==> src/sv/sfd_pkg.sv <==
// Shared constants and types for the sensor frame deframer.
package sfd_pkg;

    localparam int SFD_SAMPLE_COUNT = 32;
    localparam int SFD_BYTE_W       = 8;
    localparam int SFD_VALUE_W      = 16;
    localparam int SFD_INDEX_W      = 5;
    localparam int SFD_IN_TDATA_W   = 8;
    localparam int SFD_OUT_TDATA_W  = 24;

    localparam logic [SFD_BYTE_W-1:0] SFD_HEAD_BYTE = 8'h00;
    localparam logic [SFD_BYTE_W-1:0] SFD_TAIL_BYTE = 8'h21;

    typedef struct packed {
        logic                   found;
        logic [SFD_VALUE_W-1:0] sample;
    } sfd_status_t;

endpackage

==> src/sv/sfd_window.sv <==
// Byte window shift line, fill count and frame match detection.
module sfd_window #(
    parameter int SAMPLE_COUNT = sfd_pkg::SFD_SAMPLE_COUNT
) (
    input  logic                            aclk,
    input  logic                            aresetn,
    input  logic                            in_accept,
    input  logic [sfd_pkg::SFD_BYTE_W-1:0]  rx_byte,
    input  logic                            pop,
    output sfd_pkg::sfd_status_t            status
);
    import sfd_pkg::*;

    localparam int FRAME_LEN = 2 * SAMPLE_COUNT + 5;
    localparam int FILL_W    = $clog2(FRAME_LEN + 1);
    localparam logic [FILL_W-1:0] FILL_FULL  = FILL_W'(FRAME_LEN);
    localparam logic [FILL_W-1:0] FILL_ALMOST = FILL_W'(FRAME_LEN - 1);

    logic [SFD_BYTE_W-1:0] window_reg  [FRAME_LEN];
    logic [SFD_BYTE_W-1:0] window_next [FRAME_LEN];
    logic [FILL_W-1:0]     fill_reg;
    logic [FILL_W-1:0]     fill_next;
    logic                  match;

    // Test the window as it will be after this byte enters.
    assign match = in_accept &&
                   (fill_reg >= FILL_ALMOST) &&
                   (window_reg[1] == SFD_HEAD_BYTE) &&
                   (window_reg[2] == SFD_HEAD_BYTE) &&
                   (window_reg[FRAME_LEN-2] == SFD_TAIL_BYTE) &&
                   (window_reg[FRAME_LEN-1] == SFD_TAIL_BYTE) &&
                   (rx_byte == SFD_TAIL_BYTE);

    always_comb begin
        window_next = window_reg;
        if (pop) begin
            // Drop the two oldest bytes: the next sample moves into window positions 2 and 3.
            for (int i = 0; i < FRAME_LEN - 2; i++) begin
                window_next[i] = window_reg[i+2];
            end
            window_next[FRAME_LEN-2] = '0;
            window_next[FRAME_LEN-1] = '0;
        end else if (in_accept) begin
            for (int i = 0; i < FRAME_LEN - 1; i++) begin
                window_next[i] = window_reg[i+1];
            end
            window_next[FRAME_LEN-1] = rx_byte;
        end
    end

    always_comb begin
        fill_next = fill_reg;
        if (match) begin
            fill_next = '0;
        end else if (in_accept && (fill_reg != FILL_FULL)) begin
            fill_next = fill_reg + 1'b1;
        end
    end

    always_ff @(posedge aclk) begin
        window_reg <= window_next;
        if (!aresetn) begin
            fill_reg <= '0;
        end else begin
            fill_reg <= fill_next;
        end
    end

    assign status.found  = match;
    assign status.sample = {window_reg[3], window_reg[2]};

endmodule

==> src/sv/sfd_emit.sv <==
// Sample sequencer and output register for a found frame.
module sfd_emit #(
    parameter int SAMPLE_COUNT = sfd_pkg::SFD_SAMPLE_COUNT
) (
    input  logic                             aclk,
    input  logic                             aresetn,
    input  sfd_pkg::sfd_status_t             status,
    output logic                             busy,
    output logic                             pop,
    output logic                             m_valid,
    input  logic                             m_ready,
    output logic [sfd_pkg::SFD_VALUE_W-1:0]  m_value,
    output logic [sfd_pkg::SFD_INDEX_W-1:0]  m_index,
    output logic                             m_last
);
    import sfd_pkg::*;

    localparam logic [SFD_INDEX_W-1:0] LAST_IDX = SFD_INDEX_W'(SAMPLE_COUNT - 1);

    logic                   busy_reg;
    logic [SFD_INDEX_W-1:0] idx_reg;
    logic                   valid_reg;
    logic [SFD_VALUE_W-1:0] value_reg;
    logic [SFD_INDEX_W-1:0] index_reg;
    logic                   last_reg;
    logic                   load;
    logic                   load_last;

    assign load      = busy_reg && (!valid_reg || m_ready);
    assign load_last = (idx_reg == LAST_IDX);

    always_ff @(posedge aclk) begin
        if (!aresetn) begin
            busy_reg  <= 1'b0;
            idx_reg   <= '0;
            valid_reg <= 1'b0;
        end else begin
            if (status.found) begin
                busy_reg <= 1'b1;
                idx_reg  <= '0;
            end else if (load) begin
                busy_reg <= !load_last;
                idx_reg  <= load_last ? '0 : idx_reg + 1'b1;
            end
            if (load) begin
                valid_reg <= 1'b1;
            end else if (m_ready) begin
                valid_reg <= 1'b0;
            end
        end
    end

    always_ff @(posedge aclk) begin
        if (load) begin
            value_reg <= status.sample;
            index_reg <= idx_reg;
            last_reg  <= load_last;
        end
    end

    assign busy    = busy_reg;
    assign pop     = load;
    assign m_valid = valid_reg;
    assign m_value = value_reg;
    assign m_index = index_reg;
    assign m_last  = last_reg;

    a_no_frame_while_busy: assert property (
        @(posedge aclk) disable iff (!aresetn) busy_reg |-> !status.found
    ) else $error("frame found while samples still pending");

    a_last_index: assert property (
        @(posedge aclk) disable iff (!aresetn) (valid_reg && last_reg) |-> (index_reg == LAST_IDX)
    ) else $error("last sample flag on wrong index");

    a_found_starts: assert property (
        @(posedge aclk) disable iff (!aresetn) status.found |=> (busy_reg && idx_reg == '0)
    ) else $error("frame did not start emission");

    a_mid_frame_busy: assert property (
        @(posedge aclk) disable iff (!aresetn) (load && !load_last) |=> busy_reg
    ) else $error("emission ended early");

endmodule

==> src/sv/sensor_frame_deframer.sv <==
// Top level of the sensor frame deframer.
//
// Input channel (s_): one received byte per item in s_tdata[7:0]. The bytes
// slide through a window of 2*SAMPLE_COUNT+5 bytes. When the window holds that
// many bytes since the last frame, starts with two 0x00 bytes and ends with
// three 0x21 bytes, a frame is found.
// Result channel (m_): a found frame yields SAMPLE_COUNT items, each a 16-bit
// little-endian sample from the payload with its index; m_tlast marks the last.
// Throughput: one input byte per cycle while no frame is being emitted. The
// closing trailer byte starts the sample sequencer, which loads the first
// sample into the output register; samples then leave at one per cycle while
// m_tready is high; s_tready stays low while the sequencer walks the window.
// The last sample sits in the output register while the next byte is taken.
// A stall on m_tready holds the current sample and delays the rest; the input
// is held off until the frame's last sample is loaded.
// Reset (aresetn low, synchronous) clears the window fill count and the output valid flag.
module sensor_frame_deframer #(
    parameter int SAMPLE_COUNT = sfd_pkg::SFD_SAMPLE_COUNT
) (
    input  logic                                aclk,
    input  logic                                aresetn,
    input  logic                                s_tvalid,
    output logic                                s_tready,
    input  logic [sfd_pkg::SFD_IN_TDATA_W-1:0]  s_tdata,  // [7:0] rx_byte
    output logic                                m_tvalid,
    input  logic                                m_tready,
    output logic [sfd_pkg::SFD_OUT_TDATA_W-1:0] m_tdata,  // [15:0] sample_value,
                                                          // [20:16] sample_index
    output logic                                m_tlast   // last_sample
);
    import sfd_pkg::*;

    sfd_status_t            status;
    logic                   busy;
    logic                   pop;
    logic                   in_accept;
    logic [SFD_VALUE_W-1:0] m_value;
    logic [SFD_INDEX_W-1:0] m_index;

    assign s_tready  = !busy;
    assign in_accept = s_tvalid && s_tready;

    sfd_window #(
        .SAMPLE_COUNT (SAMPLE_COUNT)
    ) u_window (
        .aclk      (aclk),
        .aresetn   (aresetn),
        .in_accept (in_accept),
        .rx_byte   (s_tdata[SFD_BYTE_W-1:0]),
        .pop       (pop),
        .status    (status)
    );

    sfd_emit #(
        .SAMPLE_COUNT (SAMPLE_COUNT)
    ) u_emit (
        .aclk    (aclk),
        .aresetn (aresetn),
        .status  (status),
        .busy    (busy),
        .pop     (pop),
        .m_valid (m_tvalid),
        .m_ready (m_tready),
        .m_value (m_value),
        .m_index (m_index),
        .m_last  (m_tlast)
    );

    assign m_tdata = {(SFD_OUT_TDATA_W - SFD_VALUE_W - SFD_INDEX_W)'(0), m_index, m_value};

endmodule
==> config.mk <==
export PLATFORM = sky130hd
export DESIGN_NAME = sensor_frame_deframer
export DESIGN_NICKNAME = d
export VERILOG_FILES = /design/src/sv/sfd_pkg.sv /design/src/sv/sfd_window.sv /design/src/sv/sfd_emit.sv /design/src/sv/sensor_frame_deframer.sv
export SDC_FILE = /design/constraint.sdc
export NUM_CORES = 1
export LEC_CHECK = 0
export ABC_AREA = 1
export BUFFER_PORTS_ARGS = -buffer_cell sky130_fd_sc_hd__buf_2
export CORE_MARGIN = 4
export CORE_UTILIZATION = 55
export CTS_CLUSTER_DIAMETER = 40
export CTS_CLUSTER_SIZE = 40
export DETAILED_ROUTE_END_ITERATION = 7
export GPL_TIMING_DRIVEN = 0
export MAX_ROUTING_LAYER = met4
export PLACE_DENSITY = 0.71
export SETUP_SLACK_MARGIN = 0.15
export SLEW_MARGIN = 20
export SYNTH_ARGS = -nofsm -noshare
export SYNTH_HDL_FRONTEND = slang
export SYNTH_SLANG_ARGS = --single-unit
export TNS_END_PERCENT = 5
==> constraint.sdc <==
create_clock -name aclk -period 10.75 [get_ports aclk]
set_input_delay 0 -clock aclk [delete_from_list [all_inputs] [get_ports aclk]]
set_output_delay 0 -clock aclk [all_outputs]
set_load 0.02 [all_outputs]
==> metrics.cfg, run 1 <==
[status]
status = completed

[synth]
synthArstFlopShare_pct = 0
synth-main-ff-cell = edfxtp_1
ys_ff_latch = 580
synth.avg_cell_area_sq_um = 12.3
synthCells = 1948
ys_types = 24
synth_warnings = 0
yosysSeqAreaShare_pct = 71.7
synthesis.area_sq_um = 23900
synth_edf_count = 550

[global_route]
grt_use_total_pct = 19.6
grt_pass1_vias = 15200
antenna_found_initial = 0
grt_overflow = 0
grt_max_degree = 106
grt_first_pass_wirelength_um = 74300

[clock_tree]
clock_latency_ns = 0.59
clock_path_buffers = 3
cts_tree = built
cts.sinks = 580
clkTransAtPathRegs_ns = 0.06
cts_buffers = 75
cts-root-buf = clkbuf_16
cts-htree-levels = 3

[worst_hold_path]
worst_hold_startpoint = aresetn
hold_class = in -> reg

[power_and_ir_drop]
power_density_nw_per_um2 = 193
ir_worst_vdd_uv = 140
p_leak_uw = 0.0110

[timing]
setup_viol = 0
fin_setup_tns_ns = 0
fin_ws_ns = 7.58
max_freq_mhz = 316
maxSlewHeadroom_pct = 40.0
rsz0062_at_grt = false
finalClockSkew_ns = 0.0199
finalCritPeriodShare_pct = 29.5
min_period_ns = 3.17
finalHoldViolCount = 0
slew_violations = 0
worst_pin_slew_ns = 0.894

[floorplan]
die_area_sq_um = 46800
dieWidth_um = 216
fp.dieH_um = 216
io_pins = 39
floorplan.initialDensity_pct = 55.6
coreArea_sq_um = 43000
rows = 76

[route]
routedWlPerCell_um = 16.4
drc = 0
routed_via_density = 5.46
wl_um = 44800
drtAntennaViolNets = 0
vias = 14900
dr.pass1.iters = 6
drt_iter0_drc = 1427

[critical_path]
required_ns = 10.95
crit_arrival_ns = 3.37
cp-end-kind = register
crit_start = u_emit.busy
critPathKind = reg -> reg
path_max_fanout = 105
worstReg2RegStart = u_emit.busy
cp-start-kind = register

[layout]
final_util_pct = 64.1
layout_common_cells = 557 x inv_1, 550 x edfxtp_1, 530 x o22ai_1
layout-drive-gt1-share_pct = 12.6
layout_commonest_cell = inv_1
finalNonFillerCells = 2727
area_growth_pct = 15.4
largest_reg_flops = 528
final_nets = 2100
diodes = 0

[run]
cap_viol_max_count = 0

[placed_design]
gp_congestion = 0.833
hpwl_um = 28200
port_buffers = 35
numPlacedInstances = 2575
post-place-ws_ns = 7.61

## power by group
group | internal [uW] | total, uW | switching [uW]
clock | 1410 | 2410 | 997
combinational | 91.6 | 274 | 183
sequential | 2610 | 2650 | 35.9
total | 4110 | 5330 | 1220
## synthesized netlist by cell type (3+ instances only)
cell type    n  area (sq um)
a21oi_1      6          30.0
buf_1       10          37.5
buf_2       71           355
buf_4       25           188
clkbuf_1    18          67.6
dfxtp_1     30           601
edfxtp_1   550         16500
ha_1         5          62.6
inv_1      558          2090
nand2_1     64           240
nand2_2      3          18.8
nand3_1      6          30.0
nor2_1      41           154
o21ai_0     18          90.1
o22ai_1    530          3320
xor2_1       4          35.0
## final timing paths
check	endpoint	slack [ns]	cells past startpoint
worst max-delay path	u_window.window_reg[220]	7.58	6
worst min-delay path	u_emit.idx_reg[4]	0.24	4
worst max register to register	u_window.window_reg[220]	7.58	6
worst min register to register	u_emit.m_value[15]	0.45	0
## metal layers
metal  up-vias  track usage (%)  part of all wire, %
li1       7206                -                    -
met1      7228             24.6                   42
met2       364             33.1                   51
met3        79             3.76                  4.9
met4         0             5.50                  2.1
met5         -                -                    0
## metrics by stage
stage	total power, uW	hold slack, ns	instance area, sq um
floorplan	2900	0.113	23900
global placement	2980	0.239	24800
detailed placement	2960	0.239	24900
CTS	5370	0.198	27600
global route	5520	0.235	27600
finish	5330	0.241	27600
## final cells by class
cell class | count | area [sq um]
Buffer | 124 | 658
Clock buffer | 83 | 1970
Clock inverter | 53 | 477
Fill cell | 3189 | 15400
Inverter | 560 | 2100
Multi-Input combinational cell | 686 | 4030
Sequential cell | 580 | 17100
Tap cell | 585 | 732
Timing Repair Buffer | 56 | 473
## worst max-delay path: stages, from the launching register on
cell,delay (ns)
dfxtp_1,0.37
nand2_1,0.21
buf_2,0.28
nand2_1,0.26
buf_8,0.60
buf_16,0.47
buf_16,0.42
## kinds of logic (layout without fill, tap and decap cells)
logic type	Yosys count	count (layout)	synth area share, %
simple gates	119	119	1.98
fa+ha+maj	5	5	0.262
compound gates	554	554	14.4
other cells	1	3	0.0157
xor+xnor	5	5	0.183
buf+inv	684	876	11.5
flops	580	580	71.7
## what timing repair did
action / 4_1_cts / 5_1_grt
hold buffers: 16 / 0
endpoints found under the hold margin: 22 / 0
buffers inserted: 0 / 0
gates resized for setup: 0 / 0
No activity file was read; power rests on OpenSTA's default activity.
==> inputs of run 2 (changes only) <==
==> constraint.sdc (replaced) <==
create_clock -name aclk -period 3.2 [get_ports aclk]
set_input_delay 0 -clock aclk [delete_from_list [all_inputs] [get_ports aclk]]
set_output_delay 0 -clock aclk [all_outputs]
set_load 0.02 [all_outputs]
==> metrics.cfg, run 2 (synthesis results as in run 1) <==
[critical_path]
reg2reg_depth = 7  ; +1
cp-end-kind = register
slowest_delay_ns = 0.43  ; -0.17 ns
critPathKind = reg -> reg
worstPathCellList = nand2_1 -> nand2_1 -> buf_2 -> nand2_1 -> buf_12 -> buf_16 -> clkbuf_16
path_max_fanout = 89  ; -15%
worstReg2RegStart = u_emit.m_valid
reg2reg_to = u_window.window_reg[241]
critPathBufInv = 4  ; unchanged
r2r_slack_ns = 0.34  ; -7.24 ns
crit_top_cell = nand2_1
crit_arrival_ns = 3.10  ; -0.27 ns
slowest_stage = clkbuf_16
required_ns = 3.44  ; -7.51 ns
cp-start-kind = register
crit_family = buffers and inverters

[placed_design]
gp_congestion = 0.818  ; -1.8%
numPlacedInstances = 2574  ; -0.039%
hpwl_um = 28100  ; -0.48%
post-place-ws_ns = 0.223  ; -7.39 ns
port_buffers = 35  ; unchanged

[power_and_ir_drop]
internal_power_uw = 14100  ; +240%
p_sw_uw = 4030  ; +230%
switching_share_pct = 22.2  ; -0.58 points
power_density_nw_per_um2 = 657  ; +240%
ir_worst_vdd_uv = 490  ; +250%
p_comb_share_pct = 5.1  ; about the same
clkPwrFrac_pct = 45.8  ; +0.7 points
p_leak_uw = 0.0110  ; +0.23%
seq_power_share_pct = 49.1  ; -0.6 points
p_total_uw = 18100  ; +240%

[layout]
area_growth_pct = 15.5
diodes = 0  ; unchanged
largest_reg_flops = 528  ; unchanged
layout-drive-gt1-share_pct = 12.4  ; -0.16 points
finalNonFillerCells = 2722  ; -0.18%
fillers = 3178  ; -0.34%
layout_common_cells = 558 x inv_1, 550 x edfxtp_1, 530 x o22ai_1
final_nets = 2097  ; -0.14%
layout_commonest_cell = inv_1

[global_route]
grt_first_pass_wirelength_um = 73500  ; -1.1%
grt_overflow = 0  ; unchanged
grt_pass1_vias = 15100  ; -0.60%
grt_max_degree = 127  ; +20%
grt_use_total_pct = 19.4  ; -0.26 points
antenna_found_initial = 0  ; unchanged

[floorplan]
die_area_sq_um = 46800  ; unchanged
coreArea_sq_um = 43000  ; unchanged
io_pins = 39  ; unchanged
floorplan.initialDensity_pct = 55.6  ; unchanged
dieWidth_um = 216  ; unchanged
rows = 76  ; unchanged
fp.dieH_um = 216  ; unchanged

[timing]
max_freq_mhz = 350  ; +11%
worst_pin_slew_ns = 0.990  ; +0.0958 ns
slew_violations = 0  ; unchanged
fin_ws_ns = 0.342  ; -7.24 ns
rsz0062_at_grt = false
min_period_ns = 2.86  ; -0.310 ns
finalHoldViolCount = 0  ; unchanged
maxSlewHeadroom_pct = 33.9  ; -6.1 points
setup_viol = 0  ; unchanged
finalClockSkew_ns = 0.0198  ; -0.000143 ns
timing.hold.ws_ns = 0.234  ; -0.00644 ns
finalCritPeriodShare_pct = 89.3  ; +60 points

[route]
routedWlPerCell_um = 16.5  ; +0.11%
wl_um = 44800  ; about the same
drt_iter0_drc = 1296  ; -9.2%
drc = 0  ; unchanged
drtAntennaViolNets = 0  ; unchanged
vias = 15000  ; +0.50%
dr.pass1.iters = 5  ; -1
routed_via_density = 5.49  ; +0.69%

[clock_tree]
cts_tree = built
clock_path_buffers = 3  ; unchanged
cts_buffers = 72  ; -4.0%
cts.sinks = 580  ; unchanged
clkTransAtPathRegs_ns = 0.06  ; about the same
cts_resized = 0  ; unchanged
cts_setup_buffers = 0  ; unchanged
cts-htree-levels = 3  ; unchanged
clock_latency_ns = 0.58  ; about the same
cts-root-buf = clkbuf_16

[worst_hold_path]
min_path_cells = 4  ; unchanged
worstHoldEndpoint = u_emit.idx_reg[4]
worst_hold_startpoint = aresetn
hold_class = in -> reg

[run]
cap_viol_max_count = 0  ; unchanged

[status]
status = completed

## run 2: changes by cell type in the layout (fill, tap and decap cells not counted), sizes merged
cell      delta
bufinv       +5
clkinv      -12
clkbuf       -1
inv          +6
clkinvlp     -2
buf          -1
## run 2: through the flow
stage / utilization [%] / cell area (sq um) / setup TNS (ns)
floorplan: - / 23900 / 0
global placement: 57.7 / 24800 / -209.01
detailed placement: 58.0 / 24900 / 0
CTS: 64.2 / 27600 / 0
global route: 64.2 / 27600 / 0
finish: 64.2 / 27600 / 0
## run 2: layout make-up
type | instances | area (sq um) | area share, %
multi-input cells | 686 | 4030 | 14.6
well taps | 585 | 732 | 2.65
clock buffers | 81 | 1920 | 6.95
plain buffers | 124 | 663 | 2.40
inverters | 560 | 2100 | 7.62
repair buffers | 56 | 470 | 1.70
clock inverters | 50 | 569 | 2.06
flip-flops and latches | 580 | 17100 | 62.0
## run 2: layer usage
layer | vias up | share of wire [%] | track usage [%]
li1 | 7208 | - | -
met1 | 7309 | 43 | 24.7
met2 | 339 | 50 | 32.1
met3 | 96 | 4.7 | 3.55
met4 | 0 | 2.5 | 5.87
met5 | - | 0 | -
## run 2: repair_timing
action	CTS	global route
setup endpoints to repair	0	126
hold buffers	16	0
hold endpoints to repair	22	0
## run 2: worst reg2reg max path, delay by kind of cell (launching register included)
family | cells | cell delay [ns]
DFF | 1 | 0.32
and+or+nand+nor | 3 | 0.58
buffers and inverters | 4 | 1.62
## run 2: power by group through the flow
| stage | Clock [uW] | Combinational (uW) | Sequential [uW] |
|---|---|---|---|
| 2_1_floorplan | 0 | 659 | 9030 |
| 3_3_place_gp | 0 | 846 | 9070 |
| 3_5_place_dp | 0 | 894 | 9060 |
| 4_1_cts | 8470 | 920 | 8900 |
| 5_1_grt | 8830 | 1030 | 8930 |
| 6_report | 8300 | 924 | 8900 |
## run 2: worst max path at each step
stage	slack [ns]	to	start	cells after the start
2_1_floorplan	0.38	u_window.status[0]	u_emit.m_valid	5
3_3_place_gp	-0.42	u_window.window_reg[300]	u_emit.m_valid	5
3_5_place_dp	0.22	u_window.window_reg[245]	u_emit.m_valid	7
4_1_cts	0.20	u_window.window_reg[228]	u_emit.m_valid	7
5_1_grt	0.21	u_window.window_reg[77]	u_emit.m_valid	7
6_report	0.34	u_window.window_reg[241]	u_emit.m_valid	7
